<file path="src/tlpq_pkg.sv">
// Shared types, constants and command codes of the tree path query unit.
package tlpq_pkg;

  localparam int NODE_COUNT_DEF  = 16384;
  localparam int LIFT_LEVELS_DEF = 14;

  localparam int NODE_IN_W = 14;
  localparam int WEIGHT_W  = 17;
  localparam int KPOS_W    = 15;
  localparam int DEPTH_W   = 14;
  localparam int DIST_W    = 31;

  localparam int S_TDATA_W = 64;
  localparam int S_TUSER_W = 2;
  localparam int M_TDATA_W = 48;

  localparam logic [DEPTH_W-1:0] DEPTH_MAX = {DEPTH_W{1'b1}};
  localparam logic [DIST_W-1:0]  DIST_MAX  = {DIST_W{1'b1}};

  localparam logic KIND_DIST = 1'b0;
  localparam logic KIND_KTH  = 1'b1;

  typedef enum logic [1:0] {
    OP_ADD   = 2'd0,
    OP_DIST  = 2'd1,
    OP_KTH   = 2'd2,
    OP_CLEAR = 2'd3
  } op_t;

  typedef enum logic [4:0] {
    CMD_NONE,
    CMD_LOAD,
    CMD_CLR,
    CMD_RD_A,
    CMD_RD_B,
    CMD_ADD_BASE,
    CMD_ADD_RD,
    CMD_ADD_CAP,
    CMD_ADD_WR,
    CMD_Q_CAPA_RDB,
    CMD_Q_CAPB,
    CMD_Q_ORDER,
    CMD_L_RD,
    CMD_L_CAP,
    CMD_D_RD_A,
    CMD_D_CAPA_RDB,
    CMD_D_CAPB,
    CMD_EQ_P,
    CMD_P_RD,
    CMD_P_CAP,
    CMD_FIN,
    CMD_K_RD,
    CMD_K_CAP,
    CMD_OUT
  } dp_cmd_t;

  typedef enum logic [2:0] {
    LV_KEEP,
    LV_ZERO,
    LV_INC,
    LV_DEC,
    LV_TOP
  } lv_op_t;

  typedef struct packed {
    dp_cmd_t code;
    lv_op_t  lv;
  } dp_ctl_t;

  typedef struct packed {
    op_t  op;
    logic add_ok;
    logic step_bit;
    logic lvl_last;
    logic lvl_zero;
    logic add_last;
    logic anc_diff;
    logic walk_eq;
    logic kth_go;
    logic clr_last;
    logic out_free;
  } dp_stat_t;

endpackage

</file>
<file path="src/tlpq_ctrl.sv">
// Sequencer that steps the datapath through add, query and clear operations.
module tlpq_ctrl (
  input  logic                clk,
  input  logic                rst,
  input  logic                s_tvalid,
  output logic                s_tready,
  input  tlpq_pkg::dp_stat_t  stat,
  output tlpq_pkg::dp_ctl_t   ctl
);

  typedef enum logic [22:0] {
    S_CLR      = 23'd1 << 0,
    S_IDLE     = 23'd1 << 1,
    S_ADD_CHK  = 23'd1 << 2,
    S_ADD_BASE = 23'd1 << 3,
    S_ADD_RD   = 23'd1 << 4,
    S_ADD_CAP  = 23'd1 << 5,
    S_ADD_WR   = 23'd1 << 6,
    S_Q_RDA    = 23'd1 << 7,
    S_Q_CAPA   = 23'd1 << 8,
    S_Q_CAPB   = 23'd1 << 9,
    S_Q_ORD    = 23'd1 << 10,
    S_L_CHK    = 23'd1 << 11,
    S_L_CAP    = 23'd1 << 12,
    S_L_END    = 23'd1 << 13,
    S_D_CHK    = 23'd1 << 14,
    S_D_CA     = 23'd1 << 15,
    S_D_CB     = 23'd1 << 16,
    S_P_RD     = 23'd1 << 17,
    S_P_CAP    = 23'd1 << 18,
    S_FIN      = 23'd1 << 19,
    S_K_RD     = 23'd1 << 20,
    S_K_CAP    = 23'd1 << 21,
    S_OUT      = 23'd1 << 22
  } state_t;

  state_t state, state_next;
  logic   kth_phase, kth_phase_next;

  assign s_tready = (state == S_IDLE);

  always_ff @(posedge clk) begin
    if (rst) begin
      state     <= S_CLR;
      kth_phase <= 1'b0;
    end else begin
      state     <= state_next;
      kth_phase <= kth_phase_next;
    end
  end

  always_comb begin
    state_next     = state;
    kth_phase_next = kth_phase;
    ctl.code       = tlpq_pkg::CMD_NONE;
    ctl.lv         = tlpq_pkg::LV_KEEP;
    case (state)
      S_CLR: begin
        ctl.code = tlpq_pkg::CMD_CLR;
        if (stat.clr_last) state_next = S_IDLE;
      end
      S_IDLE: begin
        if (s_tvalid) begin
          ctl.code = tlpq_pkg::CMD_LOAD;
          kth_phase_next = 1'b0;
          state_next = S_Q_RDA;
        end
      end
      S_ADD_CHK: begin
        if (stat.add_ok) begin
          ctl.code   = tlpq_pkg::CMD_RD_B;
          state_next = S_ADD_BASE;
        end else begin
          state_next = S_IDLE;
        end
      end
      S_ADD_BASE: begin
        ctl.code   = tlpq_pkg::CMD_ADD_BASE;
        ctl.lv     = tlpq_pkg::LV_ZERO;
        state_next = S_ADD_RD;
      end
      S_ADD_RD: begin
        ctl.code   = tlpq_pkg::CMD_ADD_RD;
        state_next = S_ADD_CAP;
      end
      S_ADD_CAP: begin
        ctl.code = tlpq_pkg::CMD_ADD_CAP;
        if (stat.add_last) begin
          state_next = S_ADD_WR;
        end else begin
          ctl.lv     = tlpq_pkg::LV_INC;
          state_next = S_ADD_RD;
        end
      end
      S_ADD_WR: begin
        ctl.code   = tlpq_pkg::CMD_ADD_WR;
        state_next = S_IDLE;
      end
      S_Q_RDA: begin
        // The op code is only known once the beat has been loaded.
        case (stat.op)
          tlpq_pkg::OP_ADD:   state_next = S_ADD_CHK;
          tlpq_pkg::OP_CLEAR: state_next = S_CLR;
          default: begin
            ctl.code   = tlpq_pkg::CMD_RD_A;
            state_next = S_Q_CAPA;
          end
        endcase
      end
      S_Q_CAPA: begin
        ctl.code   = tlpq_pkg::CMD_Q_CAPA_RDB;
        state_next = S_Q_CAPB;
      end
      S_Q_CAPB: begin
        ctl.code   = tlpq_pkg::CMD_Q_CAPB;
        state_next = S_Q_ORD;
      end
      S_Q_ORD: begin
        ctl.code   = tlpq_pkg::CMD_Q_ORDER;
        ctl.lv     = tlpq_pkg::LV_ZERO;
        state_next = S_L_CHK;
      end
      S_L_CHK: begin
        if (stat.step_bit) begin
          ctl.code   = tlpq_pkg::CMD_L_RD;
          state_next = S_L_CAP;
        end else if (stat.lvl_last) begin
          state_next = S_L_END;
        end else begin
          ctl.lv = tlpq_pkg::LV_INC;
        end
      end
      S_L_CAP: begin
        ctl.code = tlpq_pkg::CMD_L_CAP;
        if (stat.lvl_last) begin
          state_next = S_L_END;
        end else begin
          ctl.lv     = tlpq_pkg::LV_INC;
          state_next = S_L_CHK;
        end
      end
      S_L_END: begin
        if (kth_phase) begin
          state_next = S_OUT;
        end else if (stat.walk_eq) begin
          ctl.code   = tlpq_pkg::CMD_EQ_P;
          state_next = S_FIN;
        end else begin
          ctl.lv     = tlpq_pkg::LV_TOP;
          state_next = S_D_CHK;
        end
      end
      S_D_CHK: begin
        if (stat.anc_diff) begin
          ctl.code   = tlpq_pkg::CMD_D_RD_A;
          state_next = S_D_CA;
        end else if (stat.lvl_zero) begin
          state_next = S_P_RD;
        end else begin
          ctl.lv = tlpq_pkg::LV_DEC;
        end
      end
      S_D_CA: begin
        ctl.code   = tlpq_pkg::CMD_D_CAPA_RDB;
        state_next = S_D_CB;
      end
      S_D_CB: begin
        ctl.code = tlpq_pkg::CMD_D_CAPB;
        if (stat.lvl_zero) begin
          state_next = S_P_RD;
        end else begin
          ctl.lv     = tlpq_pkg::LV_DEC;
          state_next = S_D_CHK;
        end
      end
      S_P_RD: begin
        ctl.code   = tlpq_pkg::CMD_P_RD;
        state_next = S_P_CAP;
      end
      S_P_CAP: begin
        ctl.code   = tlpq_pkg::CMD_P_CAP;
        state_next = S_FIN;
      end
      S_FIN: begin
        ctl.code = tlpq_pkg::CMD_FIN;
        if (stat.kth_go) begin
          kth_phase_next = 1'b1;
          state_next     = S_K_RD;
        end else begin
          state_next = S_OUT;
        end
      end
      S_K_RD: begin
        ctl.code   = tlpq_pkg::CMD_K_RD;
        state_next = S_K_CAP;
      end
      S_K_CAP: begin
        ctl.code   = tlpq_pkg::CMD_K_CAP;
        ctl.lv     = tlpq_pkg::LV_ZERO;
        state_next = S_L_CHK;
      end
      S_OUT: begin
        if (stat.out_free) begin
          ctl.code   = tlpq_pkg::CMD_OUT;
          state_next = S_IDLE;
        end
      end
      default: state_next = S_CLR;
    endcase
  end

endmodule

</file>
<file path="config.mk">
export PLATFORM = sky130hd
export DESIGN_NAME = tlpq_ctrl
export DESIGN_NICKNAME = d
export VERILOG_FILES = /design/src/tlpq_pkg.sv /design/src/tlpq_ctrl.sv
export SDC_FILE = /design/constraint.sdc
export NUM_CORES = 1
export LEC_CHECK = 0
export ABC_AREA = 1
export BUFFER_PORTS_ARGS = -buffer_cell sky130_fd_sc_hd__buf_2
export CAP_MARGIN = 20
export CORE_UTILIZATION = 40
export DETAILED_ROUTE_END_ITERATION = 8
export PLACE_DENSITY = 0.66
export SKIP_CTS_REPAIR_TIMING = 1
export SLEW_MARGIN = 10
export SYNTH_ARGS = -nofsm -noshare
export SYNTH_HDL_FRONTEND = slang
export SYNTH_SLANG_ARGS = --single-unit
</file>
<file path="constraint.sdc">
create_clock -name clk -period 3.7 [get_ports clk]
set_clock_uncertainty 0.1 [all_clocks]
set_input_delay 0.185 -clock clk [delete_from_list [all_inputs] [get_ports clk]]
set_output_delay 0.185 -clock clk [all_outputs]
set_load 0.01 [all_outputs]
</file>
# Word level (Yosys, flattened, before mapping)
# Cells that the tools add are included.
[word_totals]
ff_bits = 24
in_bits = 15
out_inout_bits = 9
[op_classes]
eq_ne = 30
mux = 35
n_reduce_logical = 7
[op_table]
columns = ["operator", "count"]
rows = [
  ["23-bit case mux with 22 select lines", 1],
  ["23-bit 2-to-1 mux", 9],
  ["5-bit case mux with 23 select lines", 1],
  ["23-bit by 1-bit == test with 1-bit output (second input constant)", 1],
  ["23-bit by 10-bit == test with 1-bit output (second input constant)", 1],
  ["23-bit by 11-bit == test with 1-bit output (second input constant)", 1],
  ["23-bit by 12-bit == test with 1-bit output (second input constant)", 1],
  ["23-bit by 13-bit == test with 1-bit output (second input constant)", 1],
  ["23-bit by 14-bit == test with 1-bit output (second input constant)", 1],
  ["23-bit by 15-bit == test with 1-bit output (second input constant)", 1],
  ["23-bit by 16-bit == test with 1-bit output (second input constant)", 1],
  ["23-bit by 17-bit == test with 1-bit output (second input constant)", 1],
  ["23-bit by 18-bit == test with 1-bit output (second input constant)", 1],
  ["23-bit by 19-bit == test with 1-bit output (second input constant)", 1],
  ["23-bit by 2-bit == test with 1-bit output (second input constant)", 1],
  ["23-bit by 20-bit == test with 1-bit output (second input constant)", 1],
  ["23-bit by 21-bit == test with 1-bit output (second input constant)", 1],
  ["23-bit by 22-bit == test with 1-bit output (second input constant)", 1],
  ["23-bit == test (second input constant)", 1],
  ["23-bit by 3-bit == test with 1-bit output (second input constant)", 1],
  ["23-bit by 4-bit == test with 1-bit output (second input constant)", 1],
  ["23-bit by 5-bit == test with 1-bit output (second input constant)", 1],
  ["23-bit by 6-bit == test with 1-bit output (second input constant)", 1],
  ["23-bit by 7-bit == test with 1-bit output (second input constant)", 1],
  ["other kinds (24)", 40],
]

# Logic depth before layout (Yosys ltp)
# Gate-level depths: netlist (run 1).
[depth]
depth_word = 4
ltp_mapped = 12

# Worst setup path after synthesis (run 1)
# No wires, ideal clock.
[synth_timing]
kind = "reg-to-output"
startpoint = "register state[2]"
endpoint = "output ctl[5] (netlist bit)"
arrival_time_ns = 1.335
required_ns = 3.415
slack_ns = 2.080
path_stages_with_launch = 10
n_path_buf = 0
path_cell_list = "dfxtp_1 nor2_4 nand2_2 inv_1 nand2_1 nor2_1 nand2_1 nor2_1 nor3_1 nand3_1"
[synth_rtl]
columns = ["element", "line_no", "source"]
rows = [
  ["start: declaration", "tlpq_ctrl.sv:37", "state_t state, state_next;"],
  ["start signal: assignment", "tlpq_ctrl.sv:47", "state <= state_next;"],
  ["end: declaration", "tlpq_ctrl.sv:8", "output tlpq_pkg::dp_ctl_t ctl"],
]

==> results of run 1 <==
[cell type report]
class | count | share of cell area
multi-input cells | 228 | 0.5764
repair buffers | 23 | 0.05114
inverters | 62 | 0.1034
clock buffers | 3 | 0.01834
well taps | 67 | 0.03724
flip-flops and latches | 24 | 0.2135
[worst max-delay path, stage by stage (launching register included)]
cell and delay (ns):
dfxtp_1 0.35, nor2_4 0.13, nand2_2 0.13, inv_1 0.11
nand2_1 0.11, nor2_1 0.20, nand2_1 0.14, nor2_1 0.27
nor3_1 0.11, nand4_1 0.11, buf_2 0.14
[metal layers]
layer  track usage  vias to the layer above
met3       0.03704                       13
met5             0                        -
met2        0.3560                       66
met4       0.08715                        0
li1              -                     1045
met1        0.2798                      879
[kinds of logic (layout without fill, tap and decap cells)]
logic type / after synthesis / in the layout / share of synthesized area
AND/OR/NAND/NOR: 212 / 212 / 0.5847
AO/OA/AOI/OAI: 14 / 14 / 0.04190
adder cells (fa/ha/maj): 2 / 2 / 0.01232
buffers and inverters: 64 / 88 / 0.1245
flip-flops: 24 / 24 / 0.2366
[per-stage QoR]
stage	area [um2]	total power, uW	std cells
after floorplan	2031	697.4	316
after global placement	2210	793.1	404
after detailed placement	2210	798.7	404
after CTS	2251	960.1	407
after global routing	2251	1036	407
final	2251	957.7	407
[synthesized netlist by cell type (all sizes together)]
cell	n
a21oi	4
o22ai	2
nand4	11
nor2	78
nor3b	1
o211ai	1
nor3	9
o21ai	4
buf	2
nor4	1
nand3	42
inv	61
clkinv	1
ha	2
nand3b	1
dfxtp	24
a22o	1
o21a	1
or2	1
nand2	68
o2111ai	1
[flip-flops by register name, indices dropped and copies added (netlist names)]
name,count
state,23
kth_phase,1
[how the worst max path moves through the flow]
stage              from      to  slack, ns  depth (start not counted)
6_report       state[2]  ctl[6]       1.34                         10
5_1_grt        state[2]  ctl[5]       1.13                         10
4_1_cts        state[2]  ctl[5]       1.37                         10
3_5_place_dp   state[0]  ctl[5]       1.69                         10
3_3_place_gp   state[9]  ctl[5]       1.71                         10
2_1_floorplan  state[2]  ctl[5]       2.08                          9
[report_power, final]
group | internal (uW) | switching [uW] | leakage (uW)
clock | 73.1 | 87.0 | 0.0000216
combinational | 148 | 355 | 0.00103
sequential | 277 | 17.6 | 0.000194
total | 498 | 460 | 0.00124
==> out/metrics.yaml, run 1 <==
worst_setup_path:
  regToRegEndpoint: "state[18]"
  arrival_ns: 2.07
  r2r_cells: 10
  start_kind: "flop"
  crit_path_end_kind: "output pin"
  cp_max_fo: 5
  r2r_slack_ns: 1.82
  r2r_start: "state[9]"
  worstSetupPathType: "flop to output pin"
  cp.required_ns: 3.41
timing:
  setup_tns_ns: 0
  setup_violations: 0
  hold_viol: 0
  max-slew-margin-rel: 0.5046
  setup_ws_ns: 1.344
  slew_violations: 0
  rsz0062_at_grt: "false"
  max_freq_mhz: 424.4
  min_period_ns: 2.356
  finalCritPeriodShare: 0.6368
  tightest_slew_ns: 0.7385
  whs_ns: 0.08029
layout:
  multi_input_area_um2: 1297
  layout_commonest_cell: "nor2_1"
  final_nets: 359
  drive_above_1_share: 0.2353
  fillers: 530
  n_antenna_cell: 0
  syn_to_final_growth_pct: 10.84
  regArea_um2: 480.5
  final_core_util: 0.4673
  layout_common_cells: "60 x nor2_1, 59 x nand2_1, 49 x inv_1"
synthesis:
  ys_seq_area_frac: 0.2366
  syn_inst: 316
  yosys_warnings: 0
  syn_area_um2: 2031
  yosys.area.top_type: "dfxtp_1"
  ys_ff_latch: 24
  synth_cell_type_count: 33
  avgSynthCellArea_um2: 6.426
  synth_nets: 333
  synthTopCellsByArea: "dfxtp_1 24%, nor2_1 11%, nand2_1 11%, inv_1 9.1%, nand3_1 6.9%"
  yosysTopAreaCellShare: 0.2366
placed_design:
  dpl_worst_slack_ns: 1.690
  portBuffers: 23
  globalplace.congestion: 0.9613
  hpwlAfterDp_um: 4198
clocking:
  clock-root-buffer: "clkbuf_8"
  cts_max_level: 1
  clk_latency_ns: 0.27
  clkTransAtPathRegs_ns: 0.08
  cts_tree: "built"
  cts_max_path_buffers: 2
  numCtsBuffers: 3
  cts_sinks: 24
floorplan:
  dieArea_um2: 5366
  coreArea_um2: 4817
  die_h_um: 73.25
  io_pins: 24
  rows: 25
  start_util: 0.4216
  die_w_um: 73.25
worst_hold_path:
  hold-path-cell-count: 3
  hp-start: "stat[2]"
  holdPathEnd: "state[20]"
  hold_path_class: "primary input to flop"
drt:
  routed-wl-met3_um: 358
  drt_pass1_iterations: 4
  routed.top_layer: "met4"
  wl_met2_um: 2433
  vias: 2003
  routedWlPerCell_um: 12.65
  m1WireLength_um: 2239
  antenna_left: 0
  wl_um: 5148
  drt_iter0_drc: 123
  drc: 0
  viasPerCell: 4.921
grt:
  grt_max_degree: 20
  grt_pass1_wl_um: 8707
  grt_pass1_vias: 1885
  grt_overflow: 0
  antenna_found_initial: 0
  grt_usage: 0.2163
power:
  max-vdd-ir-drop_v: 0.0001743
  p_leak_uw: 0.001244
  p_per_area_nw_per_um2: 425.5
outcome:
  status: "finished, final reports clean"
run:
  drv_cap: 0
Note: power is estimated with default switching activity, not from simulation.
==> inputs of run 2 (changes only) <==
clock period = 2.2 ns   (was 3.7 ns; I/O delays follow)
==> out/metrics.yaml, run 2 (same netlist as run 1, synthesis figures left out) <==
worst_setup_path:
  cp_cell_sequence: "nor2_2, nand2_2, nor2_8, nand3_1, nor2_2, nor3_1, nand4_1, buf_2"
  cp_num_buf_inv: 1
  worstSetupPathType: "flop to output pin"
  r2r_slack_ns: 0.33
  cp_max_fo: 10
  crit_path_end_kind: "output pin"
  crit_path_top_delay_cell: "dfxtp_1"
  path_delay_family: "simple AND/OR/NAND/NOR gates"
  cp.required_ns: 1.99
  arrival_ns: 1.88
  crit_top_cell: "nor2_2"
  start_kind: "flop"
  slowest_delay_ns: 0.35
timing:
  setup_violations: 0
  max_freq_mhz: 477.6
  max-slew-margin-rel: 0.7383
  finalCritPeriodShare: 0.9518
  tightest_slew_ns: 0.3889
  setup_tns_ns: 0
  setup_ws_ns: 0.1060
  slew_violations: 0
  min_period_ns: 2.094
  hold_viol: 0
layout:
  largest_reg_flops: 23
  fillers: 527
  layout_common_cells: "53 x nand2_1, 51 x nor2_1, 49 x inv_1"
  drive_above_1_share: 0.3258
  n_antenna_cell: 0
  syn_to_final_growth_pct: 22.74
  top_regs: "state x23, kth_phase x1"
  finalNonFillerCells: 423
  design_area_um2: 2492
  final_nets: 374
  top_register: "state"
  multi_input_area_um2: 1395
  regArea_um2: 483.0
  layout_commonest_cell: "nand2_1"
clocking:
  cts_sinks: 24
  numCtsBuffers: 3
  clock-root-buffer: "clkbuf_8"
  clkTransAtPathRegs_ns: 0.10
  cts_max_path_buffers: 2
  clk_latency_ns: 0.27
  cts_tree: "built"
  cts_max_level: 1
floorplan:
  io_pins: 24
  coreArea_um2: 4817
  rows: 25
  die_h_um: 73.25
  start_util: 0.4216
  dieArea_um2: 5366
  die_w_um: 73.25
power:
  power_uw: 1835
  p_leak_uw: 0.001339
  p_per_area_nw_per_um2: 736.1
  max-vdd-ir-drop_v: 0.0003091
drt:
  m1WireLength_um: 2477
  antenna_left: 0
  vias: 2108
  wl_met2_um: 2455
  routedWlPerCell_um: 12.74
  routed.top_layer: "met4"
  drt_iter0_drc: 147
  wl_um: 5389
  routed-wl-met3_um: 249
  drt_pass1_iterations: 5
  drc: 0
  viasPerCell: 4.983
run:
  drv_cap: 0
placed_design:
  placed_cells: 407
  hpwlAfterDp_um: 4310
  portBuffers: 23
  dpl_worst_slack_ns: 0.2689
  placedInstanceArea_um2: 2245
  globalplace.congestion: 0.9744
grt:
  grt_max_degree: 14
  grt_pass1_wl_um: 8480
  grt_usage: 0.2082
  grt_pass1_vias: 1837
  antenna_found_initial: 0
  grt_overflow: 0
outcome:
  status: "finished, final reports clean"
worst_hold_path:
  hold_path_class: "primary input to flop"
==> run 2: cell count changes in the layout (fill, tap and decap cells not counted), sizes merged <==
cell | before | now
clkbuf | 3 | 4
buf | 23 | 37
dlygate4sd3 | 0 | 1
==> run 2: worst register-to-register path: stages (launching register included) <==
cell and delay, ns:
dfxtp_1 0.34, nor2_2 0.14, nand2_2 0.11, nor2_8 0.21, buf_4 0.16, nand3_4 0.10, nor2_4 0.12, inv_2 0.03
nand3_1 0.10, nor2_4 0.09, buf_12 0.15, nand3_1 0.08, inv_1 0.04
==> run 2: area by class of cell <==
class,instances,share of cell area
Clock buffer,4,0.02209
Inverter,62,0.09337
Multi-Input combinational cell,228,0.5597
Sequential cell,24,0.1938
Tap cell,67,0.03363
Timing Repair Buffer,38,0.09739
==> run 2: worst paths after layout <==
path	startpoint	endpoint	cells after the start
max reg2reg	state[19]	state[13]	12
max	state[9]	ctl[3]	8
min reg2reg	kth_phase	kth_phase	2
min	stat[2]	state[20]	3
==> run 2: power breakdown <==
group	total [uW]	internal (uW)	switching (uW)
registers	502	467	34.9
logic	1020	359	659
clock network	315	160	155
total	1830	986	849
==> run 2: metrics by stage <==
stage,utilization,hold WS [ns]
floorplan,-,0.07907
global placement,0.4660,0.2830
detailed placement,0.4660,0.2851
CTS,0.4774,-0.01200
global route,0.5174,0.01432
finish,0.5174,0.007806
==> run 2: routing by layer <==
layer | GRT usage | vias up
met3 | 0.02332 | 18
met4 | 0.09804 | 0
li1 | - | 1071
met2 | 0.3323 | 70
met1 | 0.2798 | 949
met5 | 0 | -
==> inputs of run 3 (changes only) <==
REMOVE_ABC_BUFFERS = 1   (was not set)
==> out/metrics.yaml, run 3 (same netlist as run 1, synthesis figures left out) <==
outcome:
  status: "finished with violations"
  violations: "hold timing"
floorplan:
  rows: 25
  io_pins: 24
  coreArea_um2: 4817
  dieArea_um2: 5366
  start_util: 0.4216
  die_h_um: 73.25
  die_w_um: 73.25
clocking:
  clkTransAtPathRegs_ns: 0.09
  cts_sinks: 24
  numCtsBuffers: 3
  cts_max_level: 1
  clk_latency_ns: 0.27
  cts_max_path_buffers: 2
  clock-root-buffer: "clkbuf_8"
  cts_tree: "built"
worst_setup_path:
  crit_path_end_kind: "output pin"
  crit_path_top_delay_cell: "dfxtp_1"
  arrival_ns: 1.93
  worstSetupPathType: "flop to output pin"
  cp_max_fo: 5
  slowest_delay_ns: 0.41
  start_kind: "flop"
  cp.required_ns: 1.99
  cp_cell_sequence: "nor2_2, nand2_4, inv_1, nand2_1, nor2_4, nand2_1, nand3_1, nor2_1, nand4_1, buf_2"
  r2r_cells: 12
  crit_top_cell: "nand2_1"
layout:
  syn_to_final_growth_pct: 15.47
  top_regs: "state x23, kth_phase x1"
  layout_commonest_cell: "nand2_1"
  fillers: 522
  top_register: "state"
  final_nets: 361
  regArea_um2: 484.2
  layout_common_cells: "57 x nand2_1, 53 x nor2_1, 49 x inv_1"
  largest_reg_flops: 23
  n_antenna_cell: 0
  drive_above_1_share: 0.2865
  multi_input_area_um2: 1360
power:
  clkPwrFrac: 0.159
  switching_share: 0.4739
  p_leak_uw: 0.001264
  p_per_area_nw_per_um2: 725.2
  max-vdd-ir-drop_v: 0.0003266
  p_sw_uw: 805.8
  p_seq_frac: 0.290
  power_uw: 1700
  p_comb_frac: 0.550
  intPower_uw: 894.7
drt:
  wl_um: 5350
  viasPerCell: 4.885
  vias: 1998
  drc: 0
  antenna_left: 0
  routedWlPerCell_um: 13.08
  drt_pass1_iterations: 5
  drt_iter0_drc: 136
grt:
  grt_pass1_wl_um: 8521
  grt_overflow: 0
  grt_usage: 0.2113
  antenna_found_initial: 0
  grt_max_degree: 13
  grt_pass1_vias: 1811
placed_design:
  hpwlAfterDp_um: 4310
  globalplace.congestion: 0.9581
  portBuffers: 23
timing:
  whs_ns: -0.0009390
  slew_violations: 0
  setup_violations: 0
  hold_viol: 1
  max-slew-margin-rel: 0.7089
  max_freq_mhz: 468.3
  setup_tns_ns: 0
  finalCritPeriodShare: 0.9706
  tightest_slew_ns: 0.4327
  min_period_ns: 2.135
  rsz0062_at_grt: "true"
worst_hold_path:
  hold_path_class: "primary input to flop"
  hold-path-cell-count: 3
run:
  drv_cap: 0
## run 3: layout make-up
class / instances / share of cell area
multi-input combinational: 228 / 0.5800
sequential: 24 / 0.2065
tap: 67 / 0.03575
clock buffer: 3 / 0.01761
timing repair buffer: 25 / 0.06083
inverter: 62 / 0.09925
## run 3: worst paths after layout
| kind | slack (ns) | to | start |
|---|---|---|---|
| max | 0.06 | ctl[7] | state[12] |
| min | -0.0009 | state[20] | stat[2] |
| max reg2reg | 0.38 | state[14] | state[18] |
| min reg2reg | 0.37 | kth_phase | kth_phase |
## run 3: metrics by stage
step	util	instances	setup slack, ns	area (um2)
2_1_floorplan	-	314	0.6478	2011
5_1_grt	0.4868	409	-0.02851	2345
3_3_place_gp	0.4644	406	0.2450	2237
4_1_cts	0.4730	409	-0.07458	2278
6_report	0.4868	409	0.06476	2345
3_5_place_dp	0.4644	406	0.2443	2237
## run 3: per-layer routing
| layer | vias to the layer above | routed length (um) | track usage |
|---|---|---|---|
| li1 | 1039 | - | - |
| met1 | 889 | 2517 | 0.2974 |
| met2 | 63 | 2496 | 0.3344 |
| met3 | 7 | 235 | 0.02058 |
| met4 | 0 | 101 | 0.07625 |
| met5 | - | 0 | 0 |
## run 3: worst max-delay path, delay by kind of cell, from the launching register on
family        cells  cell delay, ns
buf+inv           2            0.25
simple gates      8            1.00
flops             1            0.41
## run 3: power by group through the flow
| stage | combinational, uW | clock, uW | sequential (uW) |
|---|---|---|---|
| 4_1_cts | 877 | 276 | 492 |
| 3_3_place_gp | 869 | 0 | 502 |
| 3_5_place_dp | 876 | 0 | 502 |
| 6_report | 936 | 271 | 494 |
| 5_1_grt | 1050 | 288 | 496 |
| 2_1_floorplan | 641 | 0 | 499 |
